**config.mk**
```make
export PLATFORM = sky130hd
export DESIGN_NAME = geq_mul
export DESIGN_NICKNAME = d
export VERILOG_FILES = /design/src/design/geq_pkg.sv /design/src/design/geq_mul.sv
export SDC_FILE = /design/constraint.sdc
export NUM_CORES = 2
export LEC_CHECK = 0
export BUFFER_PORTS_ARGS = -buffer_cell sky130_fd_sc_hd__buf_2
export CAP_MARGIN = 20
export CORE_AREA = 2 2 228 230
export DETAILED_ROUTE_END_ITERATION = 7
export DIE_AREA = 0 0 230 232
export PLACE_DENSITY = 0.83
export REMOVE_ABC_BUFFERS = 1
export SKIP_LAST_GASP = 1
export SLEW_MARGIN = 0
export SYNTH_ARGS = -nofsm -noshare
export SYNTH_HDL_FRONTEND = slang
export SYNTH_SLANG_ARGS = --single-unit
```
**constraint.sdc**
```tcl
create_clock -name clock -period 7.4 [get_ports clock]
set_input_delay 1.11 -clock clock [delete_from_list [all_inputs] [get_ports clock]]
set_output_delay 1.11 -clock clock [all_outputs]
set_load 0.1 [all_outputs]
```
**src/design/geq_pkg.sv**
```systemverilog
// Shared types and constants for the graphic equalizer band bank.
package geq_pkg;

   localparam int MAX_BANDS     = 32;
   localparam int CHAN_LIMIT    = 16;
   localparam int BAND_BITS     = $clog2(MAX_BANDS);
   localparam int CHAN_BITS     = $clog2(CHAN_LIMIT);
   localparam int SLOT_BITS     = BAND_BITS + CHAN_BITS;
   localparam int NB_BITS       = BAND_BITS + 1;
   localparam int NCH_BITS      = CHAN_BITS + 1;

   localparam int SAMPLE_WIDTH  = 24;
   localparam int COEF_WIDTH    = 24;
   localparam int GAIN_WIDTH    = 24;
   localparam int GAIN_FRAC     = 20;
   localparam int COEF_FRAC     = COEF_WIDTH - 3;
   localparam int XH_BITS       = SAMPLE_WIDTH + 4;
   localparam int YH_BITS       = SAMPLE_WIDTH + 8;
   localparam int HIST_BITS     = 2 * XH_BITS + 2 * YH_BITS;

   localparam int MUL_A_BITS    = GAIN_WIDTH + 1;
   localparam int MUL_B_BITS    = YH_BITS + 1;
   localparam int PROD_BITS     = MUL_A_BITS + MUL_B_BITS;
   localparam int SUM_BITS      = PROD_BITS + 2;
   localparam int ACC_BITS      = PROD_BITS + BAND_BITS + 1;

   localparam int ACTION_BITS   = 3;
   localparam int CH_FIELD_BITS = 4;
   localparam int BD_FIELD_BITS = 5;
   localparam int NUM_BANDS_BITS    = 6;
   localparam int NUM_CHANNELS_BITS = 5;
   localparam int CSR_INDEX_BITS    = 1;
   localparam int CSR_DATA_BITS     = 6;

   localparam logic [NUM_BANDS_BITS-1:0]    NUM_BANDS_RESET    = 6'd10;
   localparam logic [NUM_CHANNELS_BITS-1:0] NUM_CHANNELS_RESET = 5'd2;

   localparam logic [ACTION_BITS-1:0] ACT_SAMPLE = 3'd0;
   localparam logic [ACTION_BITS-1:0] ACT_COEF   = 3'd1;
   localparam logic [ACTION_BITS-1:0] ACT_GAIN   = 3'd2;
   localparam logic [ACTION_BITS-1:0] ACT_PREAMP = 3'd3;
   localparam logic [ACTION_BITS-1:0] ACT_CLEAR  = 3'd4;

   localparam logic [CSR_INDEX_BITS-1:0] CSR_NUM_BANDS    = 1'd0;
   localparam logic [CSR_INDEX_BITS-1:0] CSR_NUM_CHANNELS = 1'd1;

   typedef struct packed {
      logic [ACTION_BITS-1:0]          action;
      logic                            first_of_buffer;
      logic signed [SAMPLE_WIDTH-1:0]  sample_in;
      logic [CH_FIELD_BITS-1:0]        channel;
      logic [BD_FIELD_BITS-1:0]        band;
      logic signed [COEF_WIDTH-1:0]    diff_coef;
      logic signed [COEF_WIDTH-1:0]    fb1_coef;
      logic signed [COEF_WIDTH-1:0]    fb2_coef;
      logic [GAIN_WIDTH-1:0]           gain_value;
   } req_type;

   typedef struct packed {
      logic signed [SAMPLE_WIDTH-1:0]  sample_out;
      logic [CH_FIELD_BITS-1:0]        out_channel;
      logic                            clipped;
   } rsp_type;

   typedef struct packed {
      logic signed [XH_BITS-1:0] xh1;
      logic signed [XH_BITS-1:0] xh2;
      logic signed [YH_BITS-1:0] yh1;
      logic signed [YH_BITS-1:0] yh2;
   } hist_type;

endpackage

```
**src/design/geq_mul.sv**
```systemverilog
// Shared signed multiplier with registered product.
module geq_mul (
   input  logic                                  clock,
   input  logic signed [geq_pkg::MUL_A_BITS-1:0] mul_a,
   input  logic signed [geq_pkg::MUL_B_BITS-1:0] mul_b,
   output logic signed [geq_pkg::PROD_BITS-1:0]  prod
);
   import geq_pkg::*;

   logic signed [PROD_BITS-1:0] prod_ff;

   always_ff @(posedge clock) begin
      prod_ff <= mul_a * mul_b;
   end

   assign prod = prod_ff;
endmodule

```
==> results.yml <==
clock_tree:
  cts.htree.levels: 3
  cts_tree: "yes"
  cts.sinks: 58
  clockRootBuffer: "clkbuf_16"
  cts_buffers: 9
  hold_buffers: 0
  clockBufferDepth: 2
  clk_pin_slew_ns: 0.06
finish:
  multi_input_area_um2: 25500
  stdcell_count: 4230
  syn_to_final_growth_pct: 14.3
  final_cell_mix: "fa_1 (838), inv_1 (784), nand2_1 (416)"
  largest_register_ffs: 58
  layout-drive-gt1-share: 0.150
  regArea_um2: 1160
  nNetsFinal: 4602
  fin_util: 0.679
  layout_commonest_cell: "fa_1"
  fillers: 3648
  postLayoutCellArea_um2: 34500
worst_setup_path:
  cp_slowest_stage_delay_ns: 0.61
  crit_start: "mul_a[8]"
  crit_path_start_kind: "primary input"
  path_cells: "clkbuf_4 -> buf_12 -> buf_4 -> and2_1 -> fa_2 -> inv_1 -> fa_1 -> fa_1 -> inv_1 -> fa_1 -> fa_1 -> fa_1 -> fa_1 -> ha_1 -> a21oi_1 -> o21ai_1 -> a21o_1 -> a21o_1 -> a211oi_2 -> nor2_1 -> a31oi_1 -> buf_4 -> and3_1 -> xnor2_1"
  crit_type: "in2reg"
  cp.required_ns: 7.70
  crit_path_end_kind: "flip-flop"
  path_max_fanout: 17
  crit_arrival_ns: 7.58
  cp_common_cell: "fa_1"
  crit_slowest_cell: "fa_2"
  critPathBufInv: 6
  path_delay_family: "adder cells"
detailed_routing:
  drcViolationCount: 0
  drt-vias-per-instance: 5.51
  drtIter0Drc: 1658
  avgRoutedWirePerCell_um: 20.0
  vias: 23300
  wl_mm: 84.6
  first_pass_iters: 8
  antenna_left: 0
synth:
  yosysSeqAreaShare: 0.0384
  ys.flop_type: "dfxtp_1"
  synth_edf_count: 0
  yosysUniqueCellTypes: 60
  syn_avg_cell_area_um2: 9.42
  synth_warnings: 0
  synth_top_cell_area_share: 0.558
  syn-cell-area_um2: 30200
  synthTopCellsByArea: "fa_1 (56%), inv_1 (9.8%), and2_1 (8.5%)"
  synth-async-reset-ratio: 0
  ys_ff_latch: 58
  synth_cells: 3208
  synth_top_cell_by_area: "fa_1"
timing:
  relSlewSlack: 0.565
  finalSetupViolations: 0
  slew_violations: 0
  worstMarginPinSlew_ns: 0.657
  layout_min_cycle_time_ns: 7.28
  hold_violations: 0
  whs_ns: 1.29
  fin_crit_sh: 0.984
  fmax_mhz: 137
placed_design:
  dp.cells: 4212
  routabilityCongestion: 0.994
  place_area_um2: 34100
  io_buffers: 116
  post-dp-hpwl_mm: 72.2
floorplanning:
  die_h_um: 232
  die-area_um2: 53400
  row_count: 83
  coreArea_um2: 50900
  boundaryPins: 117
  dieWidth_um: 230
  start_util: 0.594
global_routing:
  grt-ovfl-total: 0
  antenna_found_initial: 0
  grt_pass1_wl_mm: 138
  grt_use_total: 0.340
  grt_pass1_vias: 26800
  grt_max_degree: 28
hold_path:
  worstHoldPathType: "in2reg"
  hp-start: "mul_a[0]"
job:
  maxCapViolCount: 0
outcome:
  status: "finished clean"
==> area by class of cell <==
cell class,instances,share of cell area
repair buffers,483,0.109
clock buffers,10,0.00692
inverters,786,0.0854
clock inverters,6,0.00123
well taps,680,0.0246
multi-input cells,2206,0.739
flip-flops and latches,58,0.0336
diodes,1,0.0000725
==> worst paths after layout <==
kind	end	slack (ns)	cells past startpoint
worst max-delay path	prod[49]	0.12	24
worst min-delay path	prod[0]	1.29	2
==> synth_stat cells, types with 16 or more instances <==
master / n
clkbuf_1: 148
inv_1: 785
nand2_1: 416
a21oi_1: 51
ha_1: 157
nand3_1: 16
and2_1: 409
nor2_1: 57
fa_1: 842
a21o_1: 34
dfxtp_1: 58
o21ai_0: 28
xnor2_1: 44
==> metal layers <==
layer / wire [um] / global-route usage
met1: 29600 / 0.400
met5: 0 / 0
met4: 5600 / 0.188
met2: 42000 / 0.583
met3: 7380 / 0.0712
==> cell families after synthesis <==
group                      Yosys count  share of synthesized area
adders and majority gates          999                      0.623
and+or+nand+nor                    954                      0.158
buffers and inverters              944                      0.119
AOI/OAI and AO/OA                  194                     0.0442
xor gates and xnor gates            59                     0.0171
DFF                                 58                     0.0384
==> metrics by stage <==
step	setup WS [ns]	TNS [ns]
global route	-0.00860	-0.0175
CTS	0.00958	0
global placement	-0.225	-2.16
floorplan	0.149	0
finish	0.121	0
detailed placement	-0.357	-3.98
==> repair_timing <==
action	in CTS	in global routing
buffers inserted	0	1
endpoints found under the setup margin	0	15
gates resized for setup	0	40
Power is left out: the tool's default activity adds up to more than one toggle a clock period on the data nets, which glitch-free logic cannot reach.
