<file path="src/design/geq_ram.sv">
// Generic single write port, single read port RAM with registered read data.
module geq_ram #(
   parameter int WIDTH     = 8,
   parameter int ADDR_BITS = 4
) (
   input  logic                 clock,
   input  logic                 we,
   input  logic [ADDR_BITS-1:0] waddr,
   input  logic [WIDTH-1:0]     wdata,
   input  logic                 re,
   input  logic [ADDR_BITS-1:0] raddr,
   output logic [WIDTH-1:0]     rdata
);
   logic [WIDTH-1:0] mem_ff [2**ADDR_BITS];
   logic [WIDTH-1:0] rdata_ff;

   always_ff @(posedge clock) begin
      if (we) begin
         mem_ff[waddr] <= wdata;
      end
      if (re) begin
         rdata_ff <= mem_ff[raddr];
      end
   end

   assign rdata = rdata_ff;
endmodule

</file>
<file path="config.mk">
export PLATFORM = sky130hd
export DESIGN_NAME = geq_ram
export DESIGN_NICKNAME = d
export VERILOG_FILES = /design/src/design/geq_ram.sv
export SDC_FILE = /design/constraint.sdc
export NUM_CORES = 1
export LEC_CHECK = 0
export ABC_AREA = 1
export BUFFER_PORTS_ARGS = -buffer_cell sky130_fd_sc_hd__buf_4
export CELL_PAD_IN_SITES_DETAIL_PLACEMENT = 2
export CELL_PAD_IN_SITES_GLOBAL_PLACEMENT = 2
export CORE_MARGIN = 3
export CORE_UTILIZATION = 37
export CTS_CLUSTER_DIAMETER = 80
export CTS_CLUSTER_SIZE = 40
export DETAILED_ROUTE_END_ITERATION = 8
export PLACE_DENSITY = 0.87
export SYNTH_ARGS = -nofsm -noshare
export SYNTH_HDL_FRONTEND = slang
export SYNTH_SLANG_ARGS = --single-unit
</file>
<file path="constraint.sdc">
create_clock -name clock -period 1.2 [get_ports clock]
set_input_delay 0.18 -clock clock [delete_from_list [all_inputs] [get_ports clock]]
set_output_delay 0.18 -clock clock [all_outputs]
set_load 0.005 [all_outputs]
</file>
==> run_results.csv, run 1 <==
group,metric,value,unit
outcome,status,"complete, but fails checks",
outcome,violations,"negative setup slack",
grt,grt_usage,24.8,%
worst_setup_path,crit_path_end_kind,"register",
worst_setup_path,critPathKind,"reg2reg",
place,hpwl,13.0,mm
place,gp_congestion,0.811,
clock_network,clockRootBuffer,"clkbuf_16",
worst_setup_path,slowest_stage,"edfxtp_1",
grt,grt_start_max_net_pins,47,
grt,antenna_found_initial,0,
routing,ant_nets,0,
place,place_ws,-0.237,ns
timing,slew_headroom,69.3,%
synth,synth_cell_types,11,
routing,drt_iter0_drc,399,
timing,tightestPinTransition,0.460,ns
routing,drc,0,
clock_network,clk_latency,0.42,ns
final_layout,regArea,4080,um^2
die,die_w,132,um
flow_run,cap_violations,0,
timing,fin_crit_sh,102,%
synth,ys_seq_area_share,69.8,%
clock_network,cts_buffer_depth,2,
clock_network,numCtsBuffers,17,
final_layout,fin_area,7360,um^2
routing,dr_total_vias,4265,
grt,grt-ovfl-total,0,
routing,first_pass_iters,5,
final_layout,areaGrowthSynthToFinish,25.9,%
place,dpl_cell_area,6460,um^2
synth,yosysWarnings,0,
worst_setup_path,start_kind,"register",
synth,synth_nets,570,
timing,skew,0.00848,ns
timing,period_needed,1.23,ns
die,die_area,17300,um^2
clock_network,cts.sink_count,136,
routing,wl_per_cell,25.4,um
clock_network,cts_tree,"yes",
clock_network,path_clk_slew,0.07,ns
synth,avgSynthCellArea,10.6,um^2
power_and_ir_drop,p_leak,0.00314,uW
clock_network,hold_buffers,0,
worst_setup_path,path_buf_inv,1,
timing,setup_ws,-0.0251,ns
power_and_ir_drop,p_per_area,1600,nW/um^2
timing,slew_viol_final,0,
worst_setup_path,worst_ep_arrival_time,1.40,ns
grt,first_global_vias,4925,
routing,totalWireLength,21.0,mm
worst_setup_path,cp.required,1.38,ns
die,num_rows,45,
worst_setup_path,max_stage_delay,0.38,ns
final_layout,drive_gt1_share,25.6,%
final_layout,nFillCells,1577,
synth,yosysTopAreaCell,"edfxtp_1",
synth,yosys-top-cells-area,"edfxtp_1, nand2_1, nand3_1, inv_1, buf_6",
die,die_h,132,um
final_layout,antenna_cells,0,
worst_setup_path,cp_max_fo,1,
place,dp.cells,797,
min_path,hp-class,"in2reg",
final_layout,multi_input_area,1500,um^2
timing,finalSetupViolCount,3,
synth,synth_top_cell_area_share,69.8,%
power_and_ir_drop,vdd_ir_drop_max,0.963,mV
synth,ys_ff_latch,136,
grt,grt_first_pass_wirelength,31.4,mm
final_layout,fin_cells,829,
worst_setup_path,critPathTopFamily,"simple AND/OR/NAND/NOR gates",
clock_network,cts_max_level,4,
timing,hold_violations,0,
synth,synth_area,5850,um^2
die,pin_count,27,
timing,max_clock_freq,816,MHz
synth,netlist_instances,551,
die,core_area,15300,um^2
worst_setup_path,crit_chain,"inv_1 > nand2_1 > nand3_1 > nand3_1 > nand3_2 > nand2_1",
final_layout,nets,624,
clock_network,post_cts_buffers,0,
die,start_util,38.2,%
place,port_buffers,26,
timing,rsz0062_at_grt,"true",
routing,vias_per_cell,5.14,
layout by cell type, fill, tap and decap left out:
cell / count
inv_6: 2
inv_2: 7
clkinvlp_4: 2
nand3_4: 2
edfxtp_1: 136
clkinv_2: 4
buf_6: 2
nand2_2: 12
buf_4: 51
bufinv_16: 3
clkinv_4: 4
nor2_1: 17
nand3_2: 46
nand3b_1: 2
nand2_1: 161
clkbuf_16: 17
inv_1: 95
nand3_1: 49
buf_12: 6
final timing paths:
path	cells after the start	slack, ns	startpoint	endpoint
worst max-delay path	6	-0.03	mem_ff[7][3]	rdata[3]
worst min-delay path	1	0.09	wdata[6]	mem_ff[5][6]
worst max register to register	6	-0.03	mem_ff[7][3]	rdata[3]
worst min register to register	6	0.81	mem_ff[14][4]	rdata[4]
per-layer routing:
layer	up-vias	track usage (%)	share of wire [%]
met1	2212	28.8	40
met5	-	0	0
met2	118	46.1	53
met4	0	9.51	3.2
li1	1891	-	-
met3	44	3.41	3.1
sequential cells by signal (all words and copies together), names as in the netlist:
name	cells
mem_ff	128
rdata	8
power breakdown:
group / total, uW / internal, uW / switching [uW]
Clock: 5440 / 3280 / 2160
Combinational: 905 / 297 / 608
Sequential: 5400 / 5350 / 44.7
worst reg2reg max path, cell delays in order, from the launching register on:
cell	delay (ns)
edfxtp_1	0.38
inv_1	0.08
nand2_1	0.08
nand3_1	0.13
nand3_1	0.14
nand3_2	0.11
nand2_1	0.06
cell type report:
cell class	instances	share of cell area [%]
sequential	136	55.5
multi-input combinational	289	20.4
timing repair buffer	59	7.14
clock buffer	17	5.78
inverter	102	5.20
tap	211	3.59
clock inverter	15	2.41
timing repair:
| action | CTS | global route |
|---|---|---|
| pin swaps | 1 | 16 |
| endpoints found under the setup margin | 8 | 10 |
| endpoints found under the hold margin | 0 | 0 |
| resized for setup | 20 | 49 |
cells in the mapped netlist, drive strengths merged:
cell type	n
buf	24
edfxtp	136
inv	102
nand2	173
nand3	97
nand3b	2
nor2	17
logic make-up after synthesis:
family                 Yosys count  synth area share [%]
flip-flops                     136                  69.8
buffers and inverters          126                  9.39
AND/OR/NAND/NOR                289                  20.8
per-stage QoR:
stage	total power [uW]	setup TNS [ns]	util [%]	hold slack (ns)
3_5_place_dp	6280	-3.31	42.2	0.509
5_1_grt	12100	-0.229	48.0	0.0787
6_report	11700	-0.0612	48.0	0.0882
2_1_floorplan	5850	0	-	0.279
3_3_place_gp	6190	-0.894	42.2	0.504
4_1_cts	11700	-0.0410	46.7	0.0793
(Power assumes the default switching activity.)
==> inputs of run 2 (changes only) <==
==> config.mk (replaced) <==
export PLATFORM = sky130hd
export DESIGN_NAME = geq_ram
export DESIGN_NICKNAME = d
export VERILOG_FILES = /design/src/design/geq_ram.sv
export SDC_FILE = /design/constraint.sdc
export NUM_CORES = 1
export LEC_CHECK = 0
export BUFFER_PORTS_ARGS = -buffer_cell sky130_fd_sc_hd__buf_4
export CELL_PAD_IN_SITES_DETAIL_PLACEMENT = 2
export CELL_PAD_IN_SITES_GLOBAL_PLACEMENT = 2
export CORE_MARGIN = 3
export CORE_UTILIZATION = 43
export CTS_CLUSTER_DIAMETER = 80
export CTS_CLUSTER_SIZE = 40
export DETAILED_ROUTE_END_ITERATION = 8
export PLACE_DENSITY = 0.85
export RECOVER_POWER = 100
export SYNTH_ARGS = -nofsm -noshare
export SYNTH_HDL_FRONTEND = slang
export SYNTH_SLANG_ARGS = --single-unit
==> run 2 against run 1 <==
The run still ends with negative setup slack left. Via count fell by 39%. Setup slack got worse by 0.26 ns. Worst hold slack improved by 0.18 ns. Synthesized area fell by 11%. Maximum frequency fell by 18%. Core utilization rose by 6.3 points. Register-to-register slack got worse by 0.26 ns. Largest cell class unchanged. Largest power group is now sequential cells.
==> run_results.csv, run 2 <==
group,metric,value,unit
worst_setup_path,max_stage_delay,0.48,ns
timing,rsz0062_at_grt,"true",
final_layout,post-route-util,54.4,%
synth,synth_top_cell_area_share,78.1,%
grt,antenna_found_initial,0,
clock_network,clk_latency,0.43,ns
power_and_ir_drop,switchingPower,2450,uW
routing,vias_per_cell,5.73,
synth,yosys-top-cells-count,"edfxtp_1, mux4_2, a22oi_1",
final_layout,antenna_cells,0,
die,die_area,13500,um^2
power_and_ir_drop,p_leak,0.00209,uW
final_layout,largest_reg_flops,128,
clock_network,numCtsBuffers,17,
synth,synth_nets,248,
clock_network,cts_tree,"yes",
timing,slew_viol_final,0,
flow_run,cap_violations,0,
worst_setup_path,crit_chain,"mux4_2 > a22oi_1 > nand2_1",
final_layout,top_register,"mem_ff",
synth,avgSynthCellArea,22.8,um^2
power_and_ir_drop,sw_frac_of_total,22.0,%
final_layout,drive_gt1_share,37.3,%
final_layout,areaGrowthSynthToFinish,21.3,%
worst_setup_path,crit_path_end_kind,"register",
power_and_ir_drop,vdd_ir_drop_max,1.12,mV
grt,first_global_vias,2933,
timing,slew_headroom,27.8,%
routing,drc,0,
timing,setup_ws,-0.290,ns
clock_network,cts.sink_count,136,
worst_setup_path,startpoint,"mem_ff[10][0]",
die,die_h,116,um
worst_setup_path,worst_ep_arrival_time,1.67,ns
place,gp_congestion,0.727,
min_path,min_from,"re",
die,start_util,44.8,%
timing,hold_violations,0,
power_and_ir_drop,p_int,8680,uW
grt,grt-ovfl-total,0,
clock_network,hold_buffers,0,
worst_setup_path,cp.required,1.38,ns
timing,max_clock_freq,671,MHz
clock_network,clockRootBuffer,"clkbuf_16",
synth,ys_seq_area_share,78.1,%
routing,totalWireLength,13.6,mm
routing,first_pass_iters,4,
grt,grt_start_max_net_pins,17,
synth,netlist_instances,229,
final_layout,final_common_cell,"edfxtp_1",
clock_network,cts_buffer_depth,2,
die,num_rows,39,
place,port_buffers,26,
worst_setup_path,start_kind,"register",
routing,drt_iter0_drc,219,
worst_setup_path,slowest_stage,"mux4_2",
synth,synth_cell_types,18,
synth,synthArstFlopShare,0,%
die,die_w,116,um
power_and_ir_drop,seq_power_share,48.5,%
synth,ys_ff_latch,136,
routing,wl_per_cell,29.8,um
timing,fin_crit_sh,124,%
outcome,status,"complete, but fails checks",
power_and_ir_drop,report.power.total,11100,uW
synth,yosysWarnings,0,
synth,post-synth-top-count-cell,"edfxtp_1",
routing,ant_nets,0,
grt,grt_first_pass_wirelength,20.2,mm
synth,yosysTopAreaCell,"edfxtp_1",
synth,yosys-top-cells-area,"edfxtp_1, mux4_2, mux4_1, a22oi_1, nor2_1",
clock_network,path_clk_slew,0.06,ns
min_path,hp-class,"in2reg",
clock_network,post_cts_buffers,0,
timing,tightestPinTransition,1.08,ns
synth,synth-edff-count,136,
synth,synth_area,5230,um^2
worst_setup_path,critPathKind,"reg2reg",
routing,dr_total_vias,2619,
die,core_area,11700,um^2
timing,period_needed,1.49,ns
die,pin_count,27,
outcome,violations,"negative setup slack",
final_layout,layout_common_cells,"edfxtp_1, mux4_2, buf_4, clkbuf_16",
place,hpwl,8.92,mm
power_and_ir_drop,power_frac_clock,46.0,%
power_and_ir_drop,p_per_area,1760,nW/um^2
timing,skew,0.00554,ns
power_and_ir_drop,combPwrFrac,5.5,%
clock_network,cts_max_level,4,
grt,grt_usage,22.2,%
worst_setup_path,cp_max_fo,1,
final_layout,nets,320,
timing,finalSetupViolCount,8,
worst_setup_path,worstReg2RegStart,"mem_ff[10][0]",
synth,synth_ff_type,"edfxtp_1",
run 2: final timing paths:
path / endpoint / slack, ns / depth (start not counted)
worst max register to register: rdata[0] / -0.29 / 3
worst min register to register: rdata[6] / 0.79 / 3
worst max-delay path: rdata[0] / -0.29 / 3
worst min-delay path: rdata[0] / 0.27 / 1
run 2: cell type report:
class                   count  area (um^2)
clock buffers              17          425
clock inverters            15          154
fillers                  1001         5320
multi-input cells          83         1040
flip-flops and latches    136         4080
well taps                 143          179
repair buffers             63          457
run 2: cell families (layout without fill, tap and decap cells):
group / Yosys count / after routing / synth area share, %
mux: 32 / 32 / 14.8
compound gates: 16 / 16 / 2.30
flops: 136 / 136 / 78.1
buf+inv: 10 / 95 / 1.65
simple gates: 35 / 35 / 3.14
run 2: worst max-delay path, delay by kind of cell (launching register included):
kind | cells | cell delay (ns)
muxes | 1 | 0.48
DFF | 1 | 0.40
AOI/OAI and AO/OA | 1 | 0.29
and+or+nand+nor | 1 | 0.08
run 2: timing repair:
item,CTS,global route
resized for setup,7,2
pin swaps,2,3
endpoints found under the setup margin,11,11
run 2: routing by layer:
metal | vias to the layer above | part of all wire (%) | wire [um] | track usage [%]
met2 | 69 | 53 | 7200 | 36.8
met3 | 11 | 4.3 | 591 | 6.27
met1 | 1423 | 42 | 5740 | 28.9
met4 | 0 | 0.84 | 114 | 6.26
met5 | - | 0 | 0 | 0
li1 | 1116 | - | - | -
run 2: metrics by stage:
stage	setup WS, ns	std cells	TNS [ns]	area (um^2)	hold slack, ns
global route	-0.338	457	-2.45	6340	0.257
finish	-0.290	457	-1.95	6340	0.269
CTS	-0.329	457	-2.26	6530	0.0504
detailed placement	-0.577	426	-21.03	5930	0.504
global placement	-0.549	426	-16.22	5930	0.480
floorplan	-0.180	229	-2.34	5260	0.279
run 2: power by group through the flow:
| stage | clock network [uW] | registers, uW | logic [uW] |
|---|---|---|---|
| after detailed placement | 0 | 5490 | 651 |
| after floorplan | 0 | 5470 | 303 |
| final | 5130 | 5400 | 611 |
| after global placement | 0 | 5480 | 602 |
| after global routing | 5400 | 5400 | 661 |
| after CTS | 5210 | 5400 | 669 |
